--- src/rtl/buzzer_melody_player_unit_defines.svh ---
// Assertion macros for the buzzer melody player RTL
`ifndef BUZZER_MELODY_PLAYER_UNIT_DEFINES_SVH
`define BUZZER_MELODY_PLAYER_UNIT_DEFINES_SVH

// same-cycle implication, checked out of reset
`define BMP_ASSERT_NOW(lbl, ante, cons, msg) \
  lbl: assert property (@(posedge clk) disable iff (!rst_n) (ante) |-> (cons)) \
    else $error(msg);

// next-cycle implication, checked out of reset
`define BMP_ASSERT_NEXT(lbl, ante, cons, msg) \
  lbl: assert property (@(posedge clk) disable iff (!rst_n) (ante) |=> (cons)) \
    else $error(msg);

`endif

--- src/rtl/bmp_pkg.sv ---
// Types, constants and reload table for the buzzer melody player
`default_nettype none
package bmp_pkg;

  localparam int unsigned SCORE_DEPTH_DEF = 128;
  localparam int unsigned SCORE_W         = 16;

  localparam logic [7:0]  END_MARK   = 8'hFF;
  localparam logic [7:0]  NOTE_COUNT = 8'd37;

  localparam logic [15:0] CYCLES_PER_MS_RST = 16'd1000;
  localparam logic [9:0]  UNIT_MS_RST       = 10'd125;
  localparam logic [7:0]  GAP_MS_RST        = 8'd5;

  localparam logic [1:0] REQ_TICK  = 2'd0;
  localparam logic [1:0] REQ_WRITE = 2'd1;
  localparam logic [1:0] REQ_START = 2'd2;

  localparam logic [1:0] CFG_CYCLES_PER_MS = 2'd0;
  localparam logic [1:0] CFG_UNIT_MS       = 2'd1;
  localparam logic [1:0] CFG_GAP_MS        = 2'd2;

  typedef enum logic [1:0] {
    PH_IDLE = 2'd0,
    PH_NOTE = 2'd1,
    PH_GAP  = 2'd2
  } phase_t;

  function automatic logic [15:0] reload_value(input logic [5:0] note);
    logic [15:0] r;
    unique case (note)
      6'd1:  r = 16'd63628;
      6'd2:  r = 16'd63731;
      6'd3:  r = 16'd63835;
      6'd4:  r = 16'd63928;
      6'd5:  r = 16'd64021;
      6'd6:  r = 16'd64103;
      6'd7:  r = 16'd64185;
      6'd8:  r = 16'd64260;
      6'd9:  r = 16'd64331;
      6'd10: r = 16'd64400;
      6'd11: r = 16'd64463;
      6'd12: r = 16'd64528;
      6'd13: r = 16'd64580;
      6'd14: r = 16'd64633;
      6'd15: r = 16'd64684;
      6'd16: r = 16'd64732;
      6'd17: r = 16'd64777;
      6'd18: r = 16'd64820;
      6'd19: r = 16'd64860;
      6'd20: r = 16'd64898;
      6'd21: r = 16'd64934;
      6'd22: r = 16'd64968;
      6'd23: r = 16'd65000;
      6'd24: r = 16'd65030;
      6'd25: r = 16'd65058;
      6'd26: r = 16'd65085;
      6'd27: r = 16'd65110;
      6'd28: r = 16'd65134;
      6'd29: r = 16'd65157;
      6'd30: r = 16'd65178;
      6'd31: r = 16'd65198;
      6'd32: r = 16'd65217;
      6'd33: r = 16'd65235;
      6'd34: r = 16'd65252;
      6'd35: r = 16'd65268;
      6'd36: r = 16'd65283;
      default: r = 16'd0;
    endcase
    return r;
  endfunction

endpackage
`default_nettype wire

--- src/rtl/buzzer_melody_player_unit.sv ---
// Buzzer melody player: score store, tone counter, note timing, output register
// Latency: a result appears in the output register the cycle after its request.
// One request per cycle unless out_ready stalls; RAM prefetches the next entry.
// Entry 0 is mirrored in a register so a start request needs no RAM read.
// Reset: pin high, idle, counters cleared, registers at defaults.
// The score store is not cleared by reset and has no clearing pass.
`default_nettype none
`include "buzzer_melody_player_unit_defines.svh"
module buzzer_melody_player_unit #(
  parameter int unsigned SCORE_DEPTH = bmp_pkg::SCORE_DEPTH_DEF
) (
  input  wire logic       clk,
  input  wire logic       rst_n,
  input  wire logic       cfg_we,
  input  wire logic [1:0] cfg_index,
  input  wire logic [15:0] cfg_wdata,
  input  wire logic       in_valid,
  output logic            in_ready,
  input  wire logic [1:0] in_req_type,
  input  wire logic [6:0] in_entry_index,
  input  wire logic [7:0] in_note_code,
  input  wire logic [7:0] in_note_length,
  output logic            out_valid,
  input  wire logic       out_ready,
  output logic            out_buzzer_level,
  output logic            out_playing,
  output logic            out_finished,
  output logic [6:0]      out_note_position
);
  import bmp_pkg::*;

  localparam int unsigned PW = $clog2(SCORE_DEPTH);

  // configuration
  logic [15:0] cpm_r;
  logic [9:0]  unit_r;
  logic [7:0]  gap_r;

  // player state
  phase_t      phase_r, phase_nxt;
  logic [15:0] tone_r, tone_nxt;
  logic        pin_r, pin_nxt;
  logic [5:0]  cur_r, cur_nxt;
  logic [PW-1:0] pos_r, pos_nxt;
  logic [17:0] ms_r, ms_nxt;
  logic [15:0] cim_r, cim_nxt;
  logic        fin;

  // score store access
  logic [SCORE_W-1:0] e0_r;
  logic [SCORE_W-1:0] byp_data_r;
  logic               byp_vld_r;
  logic [SCORE_W-1:0] ram_rdata;
  logic               wr_en;
  logic [PW-1:0]      wr_addr;
  logic [PW+6:0]      wr_idx_ext;
  logic [PW:0]        pos_inc;
  logic [PW-1:0]      rd_addr;

  // output register
  logic       out_valid_r;
  logic       out_level_r, out_playing_r, out_fin_r;
  logic [6:0] out_pos_r;

  logic        in_acc;
  logic        is_tick, do_start, do_gap_end, do_load;
  logic        ct_done;
  logic [16:0] cim_inc;
  logic [17:0] ms_dec, ms_cnt, ms_load;
  logic [15:0] cim_cnt;
  logic [15:0] tone_inc, tone_rl;
  logic [SCORE_W-1:0] ld_entry;
  logic [7:0]  ld_code, ld_len;
  logic [PW:0] pos_ld;
  logic        ld_stop;
  logic [5:0]  ld_cur;
  logic [PW+6:0] pos_ext;

  assign in_ready = !out_valid_r || out_ready;
  assign in_acc   = in_valid && in_ready;

  // score RAM: write port from requests, read port always prefetches position + 1
  assign wr_en      = in_acc && (in_req_type == REQ_WRITE) && (32'(in_entry_index) < SCORE_DEPTH);
  assign wr_idx_ext = {{PW{1'b0}}, in_entry_index};
  assign wr_addr    = wr_idx_ext[PW-1:0];
  assign pos_inc    = {1'b0, pos_r} + {{PW{1'b0}}, 1'b1};
  assign rd_addr    = pos_inc[PW-1:0];

  bmp_ram #(
    .WIDTH (SCORE_W),
    .DEPTH (SCORE_DEPTH)
  ) u_score_ram (
    .clk   (clk),
    .we    (wr_en),
    .waddr (wr_addr),
    .wdata ({in_note_code, in_note_length}),
    .raddr (rd_addr),
    .rdata (ram_rdata)
  );

  // same-edge write to the prefetched address is forwarded
  always_ff @(posedge clk) begin
    if (!rst_n) begin
      byp_vld_r <= 1'b0;
    end else begin
      byp_vld_r <= wr_en && (wr_addr == rd_addr);
    end
  end

  always_ff @(posedge clk) begin
    if (wr_en && (wr_addr == rd_addr)) begin
      byp_data_r <= {in_note_code, in_note_length};
    end
    if (wr_en && (wr_addr == '0)) begin
      e0_r <= {in_note_code, in_note_length};
    end
  end

  always_ff @(posedge clk) begin
    if (!rst_n) begin
      cpm_r  <= CYCLES_PER_MS_RST;
      unit_r <= UNIT_MS_RST;
      gap_r  <= GAP_MS_RST;
    end else if (cfg_we) begin
      unique case (cfg_index)
        CFG_CYCLES_PER_MS: cpm_r  <= cfg_wdata;
        CFG_UNIT_MS:       unit_r <= cfg_wdata[9:0];
        CFG_GAP_MS:        gap_r  <= cfg_wdata[7:0];
        default: ;
      endcase
    end
  end

  assign is_tick    = in_acc && (in_req_type == REQ_TICK);
  assign do_start   = in_acc && (in_req_type == REQ_START);
  assign do_gap_end = is_tick && (phase_r == PH_GAP) && ct_done;
  assign do_load    = do_start || do_gap_end;

  // millisecond timing of the current phase
  assign cim_inc = {1'b0, cim_r} + 17'd1;
  assign ms_dec  = ms_r - 18'd1;

  always_comb begin
    ct_done = 1'b0;
    ms_cnt  = ms_r;
    cim_cnt = cim_r;
    if (ms_r == '0) begin
      ct_done = 1'b1;
    end else if (cim_inc >= {1'b0, cpm_r}) begin
      cim_cnt = '0;
      ms_cnt  = ms_dec;
      ct_done = (ms_dec == '0);
    end else begin
      cim_cnt = cim_inc[15:0];
    end
  end

  // entry load for start or end of gap
  assign ld_entry = do_start ? e0_r : (byp_vld_r ? byp_data_r : ram_rdata);
  assign ld_code  = ld_entry[15:8];
  assign ld_len   = ld_entry[7:0];
  assign pos_ld   = do_start ? '0 : pos_inc;
  assign ld_stop  = (pos_ld >= (PW+1)'(SCORE_DEPTH)) || (ld_code == END_MARK);
  assign ld_cur   = (ld_code < NOTE_COUNT) ? ld_code[5:0] : 6'd0;
  assign ms_load  = {10'd0, ld_len} * {8'd0, unit_r};

  // tone counter
  assign tone_inc = tone_r + 16'd1;
  assign tone_rl  = reload_value(cur_r);

  always_comb begin
    phase_nxt = phase_r;
    if (do_load) begin
      phase_nxt = ld_stop ? PH_IDLE : PH_NOTE;
    end else if (is_tick) begin
      unique case (phase_r)
        PH_NOTE: phase_nxt = ct_done ? PH_GAP : PH_NOTE;
        default: phase_nxt = phase_r;
      endcase
    end
  end

  always_comb begin
    tone_nxt = tone_r;
    pin_nxt  = pin_r;
    cur_nxt  = cur_r;
    pos_nxt  = pos_r;
    ms_nxt   = ms_r;
    cim_nxt  = cim_r;
    fin      = 1'b0;
    if (do_load) begin
      if (ld_stop) begin
        pin_nxt = 1'b1;
        pos_nxt = '0;
        ms_nxt  = '0;
        cim_nxt = '0;
        fin     = 1'b1;
      end else begin
        cur_nxt = ld_cur;
        pos_nxt = pos_ld[PW-1:0];
        ms_nxt  = ms_load;
        cim_nxt = '0;
      end
    end else if (is_tick && (phase_r == PH_NOTE)) begin
      tone_nxt = tone_inc;
      if ((tone_inc == '0) && (tone_rl != '0)) begin
        tone_nxt = tone_rl;
        pin_nxt  = !pin_r;
      end
      if (ct_done) begin
        ms_nxt  = {10'd0, gap_r};
        cim_nxt = '0;
      end else begin
        ms_nxt  = ms_cnt;
        cim_nxt = cim_cnt;
      end
    end else if (is_tick && (phase_r == PH_GAP)) begin
      ms_nxt  = ms_cnt;
      cim_nxt = cim_cnt;
    end
  end

  always_ff @(posedge clk) begin
    if (!rst_n) begin
      phase_r <= PH_IDLE;
      tone_r  <= '0;
      pin_r   <= 1'b1;
      cur_r   <= '0;
      pos_r   <= '0;
      ms_r    <= '0;
      cim_r   <= '0;
    end else begin
      phase_r <= phase_nxt;
      tone_r  <= tone_nxt;
      pin_r   <= pin_nxt;
      cur_r   <= cur_nxt;
      pos_r   <= pos_nxt;
      ms_r    <= ms_nxt;
      cim_r   <= cim_nxt;
    end
  end

  // output register
  assign pos_ext = {7'd0, pos_nxt};

  always_ff @(posedge clk) begin
    if (!rst_n) begin
      out_valid_r <= 1'b0;
    end else if (in_acc) begin
      out_valid_r <= 1'b1;
    end else if (out_ready) begin
      out_valid_r <= 1'b0;
    end
  end

  always_ff @(posedge clk) begin
    if (in_acc) begin
      out_level_r   <= pin_nxt;
      out_playing_r <= (phase_nxt != PH_IDLE);
      out_fin_r     <= fin;
      out_pos_r     <= (phase_nxt != PH_IDLE) ? pos_ext[6:0] : 7'd0;
    end
  end

  assign out_valid         = out_valid_r;
  assign out_buzzer_level  = out_level_r;
  assign out_playing       = out_playing_r;
  assign out_finished      = out_fin_r;
  assign out_note_position = out_pos_r;

  `BMP_ASSERT_NOW(a_idle_pin_high, phase_r == PH_IDLE, pin_r, "pin low while idle")
  `BMP_ASSERT_NOW(a_idle_timers_clear, phase_r == PH_IDLE, (ms_r == '0) && (cim_r == '0),
                  "timers not cleared while idle")
  `BMP_ASSERT_NOW(a_note_in_table, phase_r != PH_IDLE, cur_r < NOTE_COUNT[5:0] + 6'd0 ||
                  cur_r == 6'd36, "note index beyond reload table")
  `BMP_ASSERT_NEXT(a_start_no_gap, do_start, phase_r != PH_GAP, "start left player in gap")
  `BMP_ASSERT_NEXT(a_fin_stops, in_acc && fin, out_valid_r && out_fin_r && !out_playing_r,
                   "finished result still playing")

endmodule
`default_nettype wire

--- src/rtl/bmp_ram.sv ---
// Generic single-write, single-read RAM with registered read data
`default_nettype none
module bmp_ram #(
  parameter int unsigned WIDTH = 16,
  parameter int unsigned DEPTH = 128
) (
  input  wire logic                     clk,
  input  wire logic                     we,
  input  wire logic [$clog2(DEPTH)-1:0] waddr,
  input  wire logic [WIDTH-1:0]         wdata,
  input  wire logic [$clog2(DEPTH)-1:0] raddr,
  output logic      [WIDTH-1:0]         rdata
);

  logic [WIDTH-1:0] mem [DEPTH];

  always_ff @(posedge clk) begin
    if (we) begin
      mem[waddr] <= wdata;
    end
    rdata <= mem[raddr];
  end

endmodule
`default_nettype wire

--- config.mk ---
export PLATFORM = sky130hd
export DESIGN_NAME = buzzer_melody_player_unit
export DESIGN_NICKNAME = d
export VERILOG_FILES = /design/src/rtl/bmp_pkg.sv /design/src/rtl/buzzer_melody_player_unit.sv /design/src/rtl/bmp_ram.sv
export VERILOG_INCLUDE_DIRS = /design/src /design/src/rtl
export SDC_FILE = /design/constraint.sdc
export NUM_CORES = 2
export LEC_CHECK = 0
export ABC_AREA = 1
export BUFFER_PORTS_ARGS = -buffer_cell sky130_fd_sc_hd__buf_2
export CAP_MARGIN = 20
export CORE_MARGIN = 3
export CORE_UTILIZATION = 35
export DETAILED_ROUTE_END_ITERATION = 8
export PLACE_DENSITY = 0.55
export SLEW_MARGIN = 15
export SYNTH_ARGS = -nofsm -noshare
export SYNTH_HDL_FRONTEND = slang
export SYNTH_SLANG_ARGS = --single-unit
export TNS_END_PERCENT = 10
--- constraint.sdc ---
create_clock -name clk -period 12.26 [get_ports clk]
set_clock_uncertainty 0.05 [all_clocks]
set_input_delay 0.613 -clock clk [delete_from_list [all_inputs] [get_ports clk]]
set_output_delay 0.613 -clock clk [all_outputs]
set_load 0.005 [all_outputs]
==> impl_results.md <==
* Starting DRC count in detailed routing at 7,357
* Hold Path Class: primary input to flop
* Initial antenna violation count at 15
* Arr. time, crit path at 7190 ps
* Critical Path RT at 12,900 ps
* Worst path slowest cell: o21ai_1
* Vias at 62,303
* Util after Layout at 39.94%
* Vias in the first global route at 58,372
* Synth Register Bits at 2,220
* WL/cell at 24.10 microns
* Layout cell share with drive strength beyond 1 at 8.343%
* Non-Filler Instances at 11,367
* Max incr delay on CP at 850 ps
* Clock root cell: clkbuf_16
* Starting Density at 35.29%
* Drt drc at 0
* Die Ht at 518.2 microns
* Min Tclk post-route at 6547 ps
* Final net count at 7,832
* Final wirelength at 273.9 mm
* Commonest non-fill, non-tap cell in the layout: edfxtp_1
* Reg clk slew, reported paths at 60 ps
* Critical path class: primary input to flop
* CTS H-tree depth at 4
* IO Pins at 60
* Reg area at 65,370 sq um
* Max-Slew Margin vs Limit at 20.91%
* Final setup TNS at 0 ps
* RSZ-0062 raised after global routing: no
* Leading cell types in the layout, fill and taps excluded: edfxtp_1, nor2_1, o21ai_0
* # resized after CTS at 0
* Clock buffer depth at 3
* # clock sinks at 2,220
* CTS tree: done
* Final max-slew violation count at 0
* Max Cap Viol at 0
* TritonRoute pass-1 iters at 6
* Synth Net Count at 7,822
* Grt total ovfl at 0
* Synth unique cells at 54
* Die area at 268,500 sq um
* Setup violators final at 0
* Pwr/cell area at 159.9 nW/um^2
* Fmax at 152.7 MHz
* Period utilization at 53.40%
* Multi-input combinational cell area at 23,530 sq um
* EDFF count, synth at 2,090
* Mapped cell area at 91,810 sq um
* Largest net degree at the start of global routing at 209
* Die span in x at 518.2 microns
* Gr usage total at 19.67%
* Buffers on Ports at 59
* Lkg Pwr at 34.43 nW
* Worst ir drop on vdd at 169.8 uV
* Slew @ Worst Pin at 1174 ps
* Fin. Hold Viols at 0
* Part of the Yosys area used for sequential elements at 71.19%
* Critical Path End Type: flop
* Synth Flop Type: edfxtp_1
* Mapped Avg Cell Area at 11.99 sq um
* DP HPWL at 156.0 mm
* Final ANT Viol Nets at 0
* RD Place Congestion at 0.8690
* Placed cell count at 10,928
* Area grow syn2layout at 13.19%
* Warnings, synthesis at 0
* Hold-fix buffers, CTS at 17
* Via density at 5.481
* Status: completed
* Startpoint Class: primary input
* Tot Pwr at 0.01662 W
* First-pass GRT wire length at 400.4 mm
* Core area at 260,200 sq um
* Filler cells at 24,606
* Postcts setup bufs at 0
* CTS buffer count at 219
* Hold slack at 114.2 ps
* FP Rows at 187
* Skew-Pair Late Insertion Delay at 900 ps
* Post-synth ARST share at 0%
* Critical path fanouts, max at 34
* Synthesized instance count at 7,660
registers in the layout, summed over array words and instances (netlist names):
signal / count
out_buzzer_level: 1
cur_r: 6
tone_r: 16
out_playing: 1
e0_r: 16
cim_r: 16
phase_r: 2
ms_r: 18
byp_data_r: 16
pos_r: 7
pin_r: 1
gap_r: 8
tone_rl: 12
byp_vld_r: 1
u_score_ram.mem: 2048
unit_r: 10
out_finished: 1
out_note_position: 7
u_score_ram.rdata: 16
cpm_r: 16
out_valid: 1
power breakdown:
part,internal [W],switching (W),leakage [nW],total (W)
clock network,0.00382,0.00297,3.56,0.00679
registers,0.00831,0.0000217,19.9,0.00833
logic,0.000450,0.00104,11.0,0.00149
total,0.0126,0.00404,34.4,0.0166
layout make-up:
cell class                 count  share of cell area [%]
inverter                     280                   1.035
antenna                        8                 0.01926
clock buffer                 275                   5.582
clock inverter               139                   1.451
tap                         3496                   4.209
multi-input combinational   4661                   22.65
timing repair buffer         288                   2.155
sequential                  2220                   62.90
through the flow:
stage	area [sq um]	worst slack, ps
2_1_floorplan	91810	6328
3_3_place_gp	96410	5436
3_5_place_dp	96420	5404
4_1_cts	103900	5744
5_1_grt	103900	5194
6_report	103900	5713
synthesized netlist by cell type (14+ instances only):
library cell | instances | area, sq um
a21oi_1 | 78 | 390.4
a22oi_1 | 15 | 112.6
buf_1 | 20 | 75.07
buf_2 | 14 | 70.07
clkbuf_1 | 458 | 1719
dfxtp_1 | 130 | 2603
edfxtp_1 | 2090 | 62760
fa_1 | 48 | 960.9
ha_1 | 66 | 825.8
inv_1 | 261 | 979.7
inv_2 | 14 | 52.55
nand2_1 | 396 | 1486
nand3_1 | 95 | 475.5
nand4_1 | 22 | 137.6
nor2_1 | 1644 | 6171
nor3_1 | 26 | 130.1
o211ai_1 | 32 | 240.2
o21ai_0 | 1406 | 7037
o21ai_1 | 15 | 75.07
o22ai_1 | 674 | 4217
xor2_1 | 34 | 297.8
critical path: cells and delay by family:
| kind | cells | cell delay (ps) |
|---|---|---|
| AOI/OAI and AO/OA | 9 | 2290 |
| adders and majority gates | 5 | 2250 |
| buffers and inverters | 8 | 1220 |
| and+or+nand+nor | 8 | 740 |
kinds of logic after synthesis:
family	count (synthesis)	share of synthesized area [%]
AO/OA/AOI/OAI	2261	13.51
AND/OR/NAND/NOR	2236	9.615
flip-flops	2220	71.19
buffers and inverters	779	3.245
adder cells (fa/ha/maj)	114	1.946
XOR/XNOR	37	0.3530
multiplexers	13	0.1417
final timing paths:
kind                                    from       end  slack [ps]  cells after the start
worst max-delay path                in_valid  ms_r[17]        5710                     30
worst min-delay path            cfg_wdata[1]  gap_r[1]         110                      3
worst max register to register     out_valid  ms_r[17]        5790                     27
worst min register to register      cpm_r[1]  cpm_r[1]         420                      2
per-layer routing:
metal / global-route usage (%) / routed length, microns / part of all wire [%]
met1: 28.47 / 119400 / 44
met2: 30.03 / 123500 / 45
met5: 0 / 0 / 0
met3: 3.486 / 22260 / 8.1
met4: 6.253 / 8780 / 3.2
(Power assumes the default switching activity.)
